--- src/hdl/round_robin_time_slice_scheduler_assert.svh ---
// assertion macros for the round-robin time-slice scheduler
// used by the top level only, expects a clock named clk and a reset named rst
`ifndef ROUND_ROBIN_TIME_SLICE_SCHEDULER_ASSERT_SVH
`define ROUND_ROBIN_TIME_SLICE_SCHEDULER_ASSERT_SVH

`ifndef NO_ASSERTIONS
`define RRTS_ASSERT_IMPL(label, ante, cons, msg) \
  label: assert property (@(posedge clk) disable iff (rst) (ante) |-> (cons)) else $error(msg);
`define RRTS_ASSERT_NEXT(label, ante, cons, msg) \
  label: assert property (@(posedge clk) disable iff (rst) (ante) |=> (cons)) else $error(msg);
`else
`define RRTS_ASSERT_IMPL(label, ante, cons, msg)
`define RRTS_ASSERT_NEXT(label, ante, cons, msg)
`endif

`endif

--- src/hdl/rrts_pkg.sv ---
// types and constants of the round-robin time-slice scheduler
// no dependencies
package rrts_pkg;

  typedef logic [7:0]  tag_t;
  typedef logic [15:0] time_t;
  typedef logic [31:0] total_t;

  localparam logic  OP_ADD           = 1'b0;
  localparam logic  OP_RUN           = 1'b1;
  localparam time_t TIME_SLICE_RESET = 16'd1;

  typedef struct packed {
    logic  operation;
    tag_t  process_tag;
    time_t need_time;
  } in_item_t;

  typedef struct packed {
    logic   accepted;
    logic   idle;
    tag_t   ran_tag;
    time_t  time_used;
    logic   finished;
    total_t elapsed_time;
  } out_item_t;

  typedef struct packed {
    tag_t  tag;
    time_t remaining;
  } entry_t;

  typedef struct packed {
    logic add;
    logic run_empty;
    logic run_start;
    logic run_exec;
  } cmd_t;

  typedef struct packed {
    logic empty;
    logic full;
  } status_t;

endpackage

--- src/hdl/rrts_chan_if.sv ---
// valid/ready channel carrying one payload per transfer
// payload type set by the instantiating level
interface rrts_chan_if #(
  parameter type T = logic
) ();
  logic valid;
  logic ready;
  T     data;

  modport source (output valid, output data, input ready);
  modport sink   (input valid, input data, output ready);
endinterface

--- src/hdl/rrts_ctrl.sv ---
// controller of the scheduler: handshakes, run sequencing, result valid
// depends on rrts_pkg
module rrts_ctrl (
  input  logic             clk,
  input  logic             rst,
  input  logic             in_valid,
  input  logic             in_op,
  output logic             in_ready,
  output logic             out_valid,
  input  logic             out_ready,
  input  rrts_pkg::status_t st,
  output rrts_pkg::cmd_t   cmd
);
  import rrts_pkg::*;

  typedef enum logic {S_IDLE, S_EXEC} state_t;

  state_t state;
  logic   in_xfer;

  assign in_ready = (state == S_IDLE) && (!out_valid || out_ready);
  assign in_xfer  = in_valid && in_ready;

  always_comb begin
    cmd.add       = in_xfer && (in_op == OP_ADD);
    cmd.run_empty = in_xfer && (in_op == OP_RUN) && st.empty;
    cmd.run_start = in_xfer && (in_op == OP_RUN) && !st.empty;
    cmd.run_exec  = (state == S_EXEC);
  end

  always_ff @(posedge clk) begin
    if (rst) begin
      state     <= S_IDLE;
      out_valid <= 1'b0;
    end else begin
      case (state)
        S_IDLE: begin
          if (cmd.run_start) begin
            state <= S_EXEC;
          end
        end
        S_EXEC: begin
          state <= S_IDLE;
        end
        default: begin
          state <= S_IDLE;
        end
      endcase
      if (cmd.add || cmd.run_empty || cmd.run_exec) begin
        out_valid <= 1'b1;
      end else if (out_ready) begin
        out_valid <= 1'b0;
      end
    end
  end
endmodule

--- src/hdl/rrts_dpath.sv ---
// datapath of the scheduler: ready queue memory, pointers, elapsed counter,
// slice register and result register; depends on rrts_pkg
module rrts_dpath #(
  parameter int QUEUE_DEPTH = 16
) (
  input  logic                clk,
  input  logic                rst,
  input  rrts_pkg::cmd_t      cmd,
  output rrts_pkg::status_t   st,
  input  rrts_pkg::in_item_t  item,
  input  logic                cfg_we,
  input  rrts_pkg::time_t     cfg_data,
  output rrts_pkg::out_item_t result
);
  import rrts_pkg::*;

  localparam int IDX_W = (QUEUE_DEPTH > 1) ? $clog2(QUEUE_DEPTH) : 1;
  localparam int CNT_W = $clog2(QUEUE_DEPTH + 1);

  entry_t             mem [QUEUE_DEPTH];
  entry_t             rd_entry;
  logic [IDX_W-1:0]   head;
  logic [IDX_W-1:0]   tail;
  logic [CNT_W-1:0]   count;
  total_t             elapsed;
  time_t              time_slice;

  logic               mem_we;
  entry_t             mem_wdata;
  logic               fin;
  time_t              used;
  total_t             elapsed_next;
  logic [IDX_W-1:0]   head_next;
  logic [IDX_W-1:0]   tail_next;

  function automatic logic [IDX_W-1:0] wrap_inc(input logic [IDX_W-1:0] i);
    return (i == IDX_W'(QUEUE_DEPTH - 1)) ? '0 : i + IDX_W'(1);
  endfunction

  assign st.empty = (count == '0);
  assign st.full  = (count == CNT_W'(QUEUE_DEPTH));

  assign fin          = (rd_entry.remaining <= time_slice);
  assign used         = fin ? rd_entry.remaining : time_slice;
  assign elapsed_next = elapsed + {16'd0, used};
  assign head_next    = wrap_inc(head);
  assign tail_next    = wrap_inc(tail);

  always_comb begin
    mem_we    = 1'b0;
    mem_wdata = '{tag: item.process_tag, remaining: item.need_time};
    if (cmd.add && !st.full) begin
      mem_we = 1'b1;
    end else if (cmd.run_exec && !fin) begin
      mem_we    = 1'b1;
      mem_wdata = '{tag: rd_entry.tag, remaining: rd_entry.remaining - time_slice};
    end
  end

  // ready queue storage
  always_ff @(posedge clk) begin
    if (mem_we) begin
      mem[tail] <= mem_wdata;
    end
    rd_entry <= mem[head];
  end

  always_ff @(posedge clk) begin
    if (rst) begin
      head       <= '0;
      tail       <= '0;
      count      <= '0;
      elapsed    <= '0;
      time_slice <= TIME_SLICE_RESET;
    end else begin
      if (cfg_we) begin
        time_slice <= cfg_data;
      end
      if (cmd.add && !st.full) begin
        tail  <= tail_next;
        count <= count + CNT_W'(1);
      end
      if (cmd.run_exec) begin
        head    <= head_next;
        elapsed <= elapsed_next;
        if (fin) begin
          count <= count - CNT_W'(1);
        end else begin
          tail <= tail_next;
        end
      end
    end
  end

  // result register
  always_ff @(posedge clk) begin
    if (cmd.add) begin
      result <= '{accepted: !st.full, idle: 1'b0, ran_tag: '0, time_used: '0,
                  finished: 1'b0, elapsed_time: elapsed};
    end else if (cmd.run_empty) begin
      result <= '{accepted: 1'b0, idle: 1'b1, ran_tag: '0, time_used: '0,
                  finished: 1'b0, elapsed_time: elapsed};
    end else if (cmd.run_exec) begin
      result <= '{accepted: 1'b0, idle: 1'b0, ran_tag: rd_entry.tag, time_used: used,
                  finished: fin, elapsed_time: elapsed_next};
    end
  end
endmodule

--- src/hdl/round_robin_time_slice_scheduler.sv ---
// round-robin time-slice scheduler over a ready queue of QUEUE_DEPTH entries
// add: result registered in the cycle after the transfer; one add per cycle while each result is taken
// run: the transfer enters the execute state, which uses the registered read of the head entry from the queue memory
// a waiting result holds the input until the cycle in which it is taken
// reset clears pointers, entry count and elapsed counter, slice returns to 1;
// queue memory is not cleared
`include "round_robin_time_slice_scheduler_assert.svh"

module round_robin_time_slice_scheduler #(
  parameter int QUEUE_DEPTH = 16
) (
  input logic         clk,
  input logic         rst,
  rrts_chan_if.sink   items,
  rrts_chan_if.source results,
  rrts_chan_if.sink   cfg
);
  import rrts_pkg::*;

  cmd_t    cmd;
  status_t st;

  assign cfg.ready = 1'b1;

  rrts_ctrl u_ctrl (
    .clk       (clk),
    .rst       (rst),
    .in_valid  (items.valid),
    .in_op     (items.data.operation),
    .in_ready  (items.ready),
    .out_valid (results.valid),
    .out_ready (results.ready),
    .st        (st),
    .cmd       (cmd)
  );

  rrts_dpath #(
    .QUEUE_DEPTH (QUEUE_DEPTH)
  ) u_dpath (
    .clk      (clk),
    .rst      (rst),
    .cmd      (cmd),
    .st       (st),
    .item     (items.data),
    .cfg_we   (cfg.valid),
    .cfg_data (cfg.data),
    .result   (results.data)
  );

  `RRTS_ASSERT_NEXT(a_run_blocks_input, cmd.run_start, !items.ready, "input open during run")
  `RRTS_ASSERT_NEXT(a_add_gives_result, cmd.add, results.valid, "add without result")
  `RRTS_ASSERT_IMPL(a_add_result_clean, results.valid && results.data.accepted, !results.data.idle && !results.data.finished && (results.data.time_used == '0), "add result fields")
  `RRTS_ASSERT_IMPL(a_status_consistent, 1'b1, !(st.empty && st.full), "queue both empty and full")

endmodule

--- src/flat_wrapper.sv ---
// flat-port wrapper written by rule: the top's interface ports become plain ports
module round_robin_time_slice_scheduler_flat import rrts_pkg::*;
#(
  parameter int QUEUE_DEPTH = 16
)
  (clk, rst, items_valid, items_data, items_ready, results_valid, results_data, results_ready, cfg_valid, cfg_data, cfg_ready);
  rrts_chan_if #(.T(in_item_t)) items_i ();
  rrts_chan_if #(.T(out_item_t)) results_i ();
  rrts_chan_if #(.T(time_t)) cfg_i ();
  input logic clk;
  input logic rst;
  input wire logic [$bits(items_i.valid)-1:0] items_valid;
  input wire logic [$bits(items_i.data)-1:0] items_data;
  output wire logic [$bits(items_i.ready)-1:0] items_ready;
  output wire logic [$bits(results_i.valid)-1:0] results_valid;
  output wire logic [$bits(results_i.data)-1:0] results_data;
  input wire logic [$bits(results_i.ready)-1:0] results_ready;
  input wire logic [$bits(cfg_i.valid)-1:0] cfg_valid;
  input wire logic [$bits(cfg_i.data)-1:0] cfg_data;
  output wire logic [$bits(cfg_i.ready)-1:0] cfg_ready;
  assign items_i.valid = items_valid;
  assign items_i.data = items_data;
  assign items_ready = items_i.ready;
  assign results_valid = results_i.valid;
  assign results_data = results_i.data;
  assign results_i.ready = results_ready;
  assign cfg_i.valid = cfg_valid;
  assign cfg_i.data = cfg_data;
  assign cfg_ready = cfg_i.ready;
  round_robin_time_slice_scheduler #(.QUEUE_DEPTH(QUEUE_DEPTH)) u_core (.clk(clk), .rst(rst), .items(items_i), .results(results_i), .cfg(cfg_i));
endmodule
--- config.mk ---
export PLATFORM = sky130hd
export DESIGN_NAME = round_robin_time_slice_scheduler_flat
export DESIGN_NICKNAME = d
export VERILOG_FILES = /design/src/hdl/rrts_pkg.sv /design/src/hdl/rrts_chan_if.sv /design/src/hdl/rrts_ctrl.sv /design/src/hdl/rrts_dpath.sv /design/src/hdl/round_robin_time_slice_scheduler.sv /design/src/flat_wrapper.sv
export VERILOG_INCLUDE_DIRS = /design/src /design/src/hdl
export SDC_FILE = /design/constraint.sdc
export NUM_CORES = 1
export LEC_CHECK = 0
export BUFFER_PORTS_ARGS = -buffer_cell sky130_fd_sc_hd__buf_2
export CORE_MARGIN = 2
export CORE_UTILIZATION = 50
export CTS_BUF_LIST = sky130_fd_sc_hd__clkbuf_16
export DETAILED_ROUTE_END_ITERATION = 8
export PLACE_DENSITY_LB_ADDON = 0.3
export SYNTH_ARGS = -nofsm -noshare
export SYNTH_HDL_FRONTEND = slang
export SYNTH_SLANG_ARGS = --single-unit
--- constraint.sdc ---
create_clock -name clk -period 4.8 [get_ports clk]
set_clock_uncertainty 0.2 [all_clocks]
set_input_delay 0.24 -clock clk [delete_from_list [all_inputs] [get_ports clk]]
set_output_delay 0.24 -clock clk [all_outputs]
set_load 0.05 [all_outputs]
==> metrics.csv <==
metric,value,unit
vias in the first global route,12946,
crit-path leading delay family,compound AO/OA/AOI/OAI gates,
CP cell instances,"inv_1, ha_1, a21o_1, or2_1, o211ai_1, a21oi_4, buf_4, clkbuf_16, nand2_1, o21ai_0, ha_1, a211oi_2, o31ai_4, o2111ai_4, a211oi_4, buf_4, clkbuf_16, o211ai_2, xnor2_1, a22o_1",
Die H,216,microns
I/O pin count,108,
clock slew at reported path FFs,0.06,ns
"Clk Latency, worst-skew pair",0.61,ns
largest net degree at the start of global routing,101,
critical path's largest stage delay,0.36,ns
register area,0.0148,sq mm
Synth cell types,75,
CTS tree,built,
ys flop type,edfxtp_1,
via count,12929,
synthesized area per cell,15.9,sq um
drc violations,0,
post-synthesis net count,1497,
die area,0.0464,sq mm
fin util,59.0,%
post-synthesis instance total,1410,
final period utilization,98.5,%
P per Cell Area,383,mW/mm^2
Max Clock Freq,0.211,GHz
Port Buffers,106,
Worst slew margin,35.9,%
"Seq/Total Area, Yosys",66.1,%
max-slew violations,0,
"Data arrival, critical path",4.87,ns
synthesized area,0.0224,sq mm
status,finished clean,
Max IR drop VDD,291,uV
worst-margin pin slew,0.956,ns
Via density,5.76,
Synthesis Warnings,0,
global-route wire length before repair,77900,microns
starting density of the core,50.6,%
layout cells sized above 1,27.4,%
CTS Buf Count,51,
CTS Buffer Depth,3,
multi-input logic area,0.00720,sq mm
register bit total from synthesis,530,
drt wl/cell,22.7,microns
"non-filler cells, final",2246,
CP Capture Type,register,
final setup violation count,0,
FP Rows,77,
CP required,4.94,ns
initial antenna violation count,0,
Fin. Hold Viols,0,
CTS HTree Levels,2,
"slowest stage cell, crit path",dfxtp_1,
dpl hpwl,30200,microns
Buf/Inv on CP,5,
Final nets,1698,
clk sink count,530,
post-route ant nets,0,
ys async rst share,0,%
GRT Residual Overflow,0,
CORE AREA,0.0442,sq mm
Area Overhead vs Synth,16.6,%
ANT cells,0,
DP Cell Count,2100,
fin crit period,4.73,ns
Root Buffer Master,clkbuf_16,
Total Neg Setup Slack,0,ns
Leak,9.28,nW
Die W,216,microns
CP Max Fanout,12,
startpoint types,register,
Fillers,3306,
DR iter-0 viols,1229,
overall global routing resource usage,22.2,%
first drt pass iteration count,5,
Placer Congestion,0.846,
Post-synth EDFFs,417,
number of max-cap violations,0,
drt total wl,51000,microns
Crit Path Class,register to register,
HP Class,input port to register,
cell usage in the layout (no fill, tap or decap), types with 7 or more instances in the layout:
| master | n |
|---|---|
| a21o_1 | 23 |
| mux2_4 | 11 |
| a22o_1 | 7 |
| and3_1 | 26 |
| a21oi_1 | 50 |
| clkbuf_16 | 54 |
| nor3_1 | 12 |
| mux4_2 | 120 |
| buf_2 | 106 |
| dfxtp_1 | 109 |
| clkinv_2 | 8 |
| o31ai_1 | 7 |
| o21ai_0 | 51 |
| nand3_1 | 23 |
| dlygate4sd3_1 | 38 |
| edfxtp_1 | 417 |
| ha_1 | 34 |
| mux2i_1 | 22 |
| nand2_1 | 119 |
| nand4_1 | 12 |
| buf_4 | 75 |
| nor2_1 | 63 |
| inv_1 | 43 |
| clkinv_1 | 17 |
| o211ai_1 | 10 |
| xnor2_1 | 18 |
| mux2_2 | 14 |
| xor2_1 | 37 |
final timing paths:
kind / startpoint / end / slack (ns) / cells after the start
setup / recovery: u_core.u_dpath.time_slice[5] / u_core.u_dpath.result[29] / 0.07 / 20
hold / removal: items_data[7] / u_core.u_dpath.mem[12][7] / 0.03 / 4
setup reg to reg: u_core.u_dpath.time_slice[5] / u_core.u_dpath.result[29] / 0.07 / 20
hold reg to reg: u_core.u_dpath.rd_entry[17] / u_core.u_dpath.result[50] / 0.25 / 2
tightest hold or removal path, delay by kind of cell:
family / cells / cell delay, ns
AND/OR/NAND/NOR: 1 / 0.06
AO/OA/AOI/OAI: 1 / 0.08
buffers and inverters: 2 / 0.30
registers in the layout (all words and copies together), names as in the netlist:
signal                     count
u_core.u_dpath.time_slice     16
u_core.u_dpath.elapsed        32
u_core.u_dpath.rd_entry       24
u_core.u_dpath.tail            4
u_core.u_ctrl.state            1
u_core.u_dpath.result         59
u_core.u_dpath.head            4
u_core.u_dpath.count           5
u_core.u_ctrl.out_valid        1
u_core.u_dpath.mem           384
logic make-up after synthesis:
family	share of synthesized area, %
flip-flops	66.1
AND/OR/NAND/NOR	6.24
AO/OA/AOI/OAI	6.26
multiplexers	14.6
buffers and inverters	2.30
XOR/XNOR	2.15
adder cells (fa/ha/maj)	2.36
other	0.0168
report_power, final:
group | leakage (nW) | internal (W) | switching (W)
combinational | 3.72 | 0.000367 | 0.000639
sequential | 4.72 | 0.00507 | 0.0000555
clock | 0.837 | 0.00218 | 0.00169
layer usage:
metal / vias up / global-route usage (%) / wire length [microns]
met5: - / 0 / 0
met4: 0 / 6.97 / 1290
met3: 84 / 3.58 / 3070
met2: 458 / 37.3 / 25300
met1: 6520 / 29.8 / 21400
li1: 5867 / - / -
repair_timing:
| action | in CTS | in global routing |
|---|---|---|
| endpoints found under the hold margin | 285 | 0 |
| gates resized for setup | 1 | 17 |
| hold buffers | 38 | 0 |
| pin swaps | 1 | 9 |
| buffers inserted | 1 | 9 |
| setup endpoints to repair | 1 | 28 |
| cloned | 0 | 2 |
layout make-up:
type / count / area share [%]
repair buffers: 225 / 6.15
flip-flops and latches: 530 / 56.7
clock inverters: 44 / 1.26
clock buffers: 52 / 4.99
inverters: 32 / 0.460
multi-input cells: 771 / 27.6
well taps: 592 / 2.84
stage by stage:
step	total power [W]	area [sq um]	hold slack, ns	worst slack (ns)
floorplan	0.00589	22400	0.168	-0.445
global placement	0.00615	23900	0.239	0.0395
detailed placement	0.00617	23900	0.251	-0.125
CTS	0.0100	25900	0.0103	0.0127
global route	0.0103	26100	0.0523	-0.0776
finish	0.0100	26100	0.0331	0.0719
cell usage after synthesis (3+ instances only):
cell type | count | area share [%]
ha_1 | 39 | 2.2
o21a_1 | 4 | 0.13
o31ai_1 | 7 | 0.23
a21boi_0 | 3 | 0.10
o211ai_2 | 3 | 0.17
mux2_2 | 14 | 0.70
and2_1 | 6 | 0.17
inv_1 | 32 | 0.54
a21o_1 | 23 | 0.77
mux2_4 | 11 | 0.74
a21o_2 | 4 | 0.16
nor2_1 | 68 | 1.1
and4_1 | 3 | 0.12
nand2_1 | 119 | 2.0
nand4_1 | 12 | 0.34
mux2i_1 | 22 | 0.98
o21ai_0 | 53 | 1.2
a31oi_1 | 4 | 0.11
o2111ai_1 | 5 | 0.20
clkbuf_8 | 5 | 0.31
o211ai_1 | 10 | 0.34
a22o_1 | 7 | 0.27
clkbuf_1 | 44 | 0.74
mux4_2 | 120 | 12
o2111ai_2 | 3 | 0.20
nand3_1 | 23 | 0.51
buf_2 | 16 | 0.36
o21bai_1 | 3 | 0.10
edfxtp_1 | 417 | 56
or3_1 | 4 | 0.11
dfxtp_1 | 113 | 10
a21oi_1 | 53 | 1.2
nand2b_1 | 5 | 0.14
nor2b_1 | 4 | 0.11
a211oi_1 | 3 | 0.10
nor3_1 | 12 | 0.27
xnor2_1 | 18 | 0.70
xor2_1 | 37 | 1.4
nor4b_1 | 5 | 0.20
buf_1 | 6 | 0.10
and3_1 | 26 | 0.73
No activity file was read; power rests on OpenSTA's default activity.
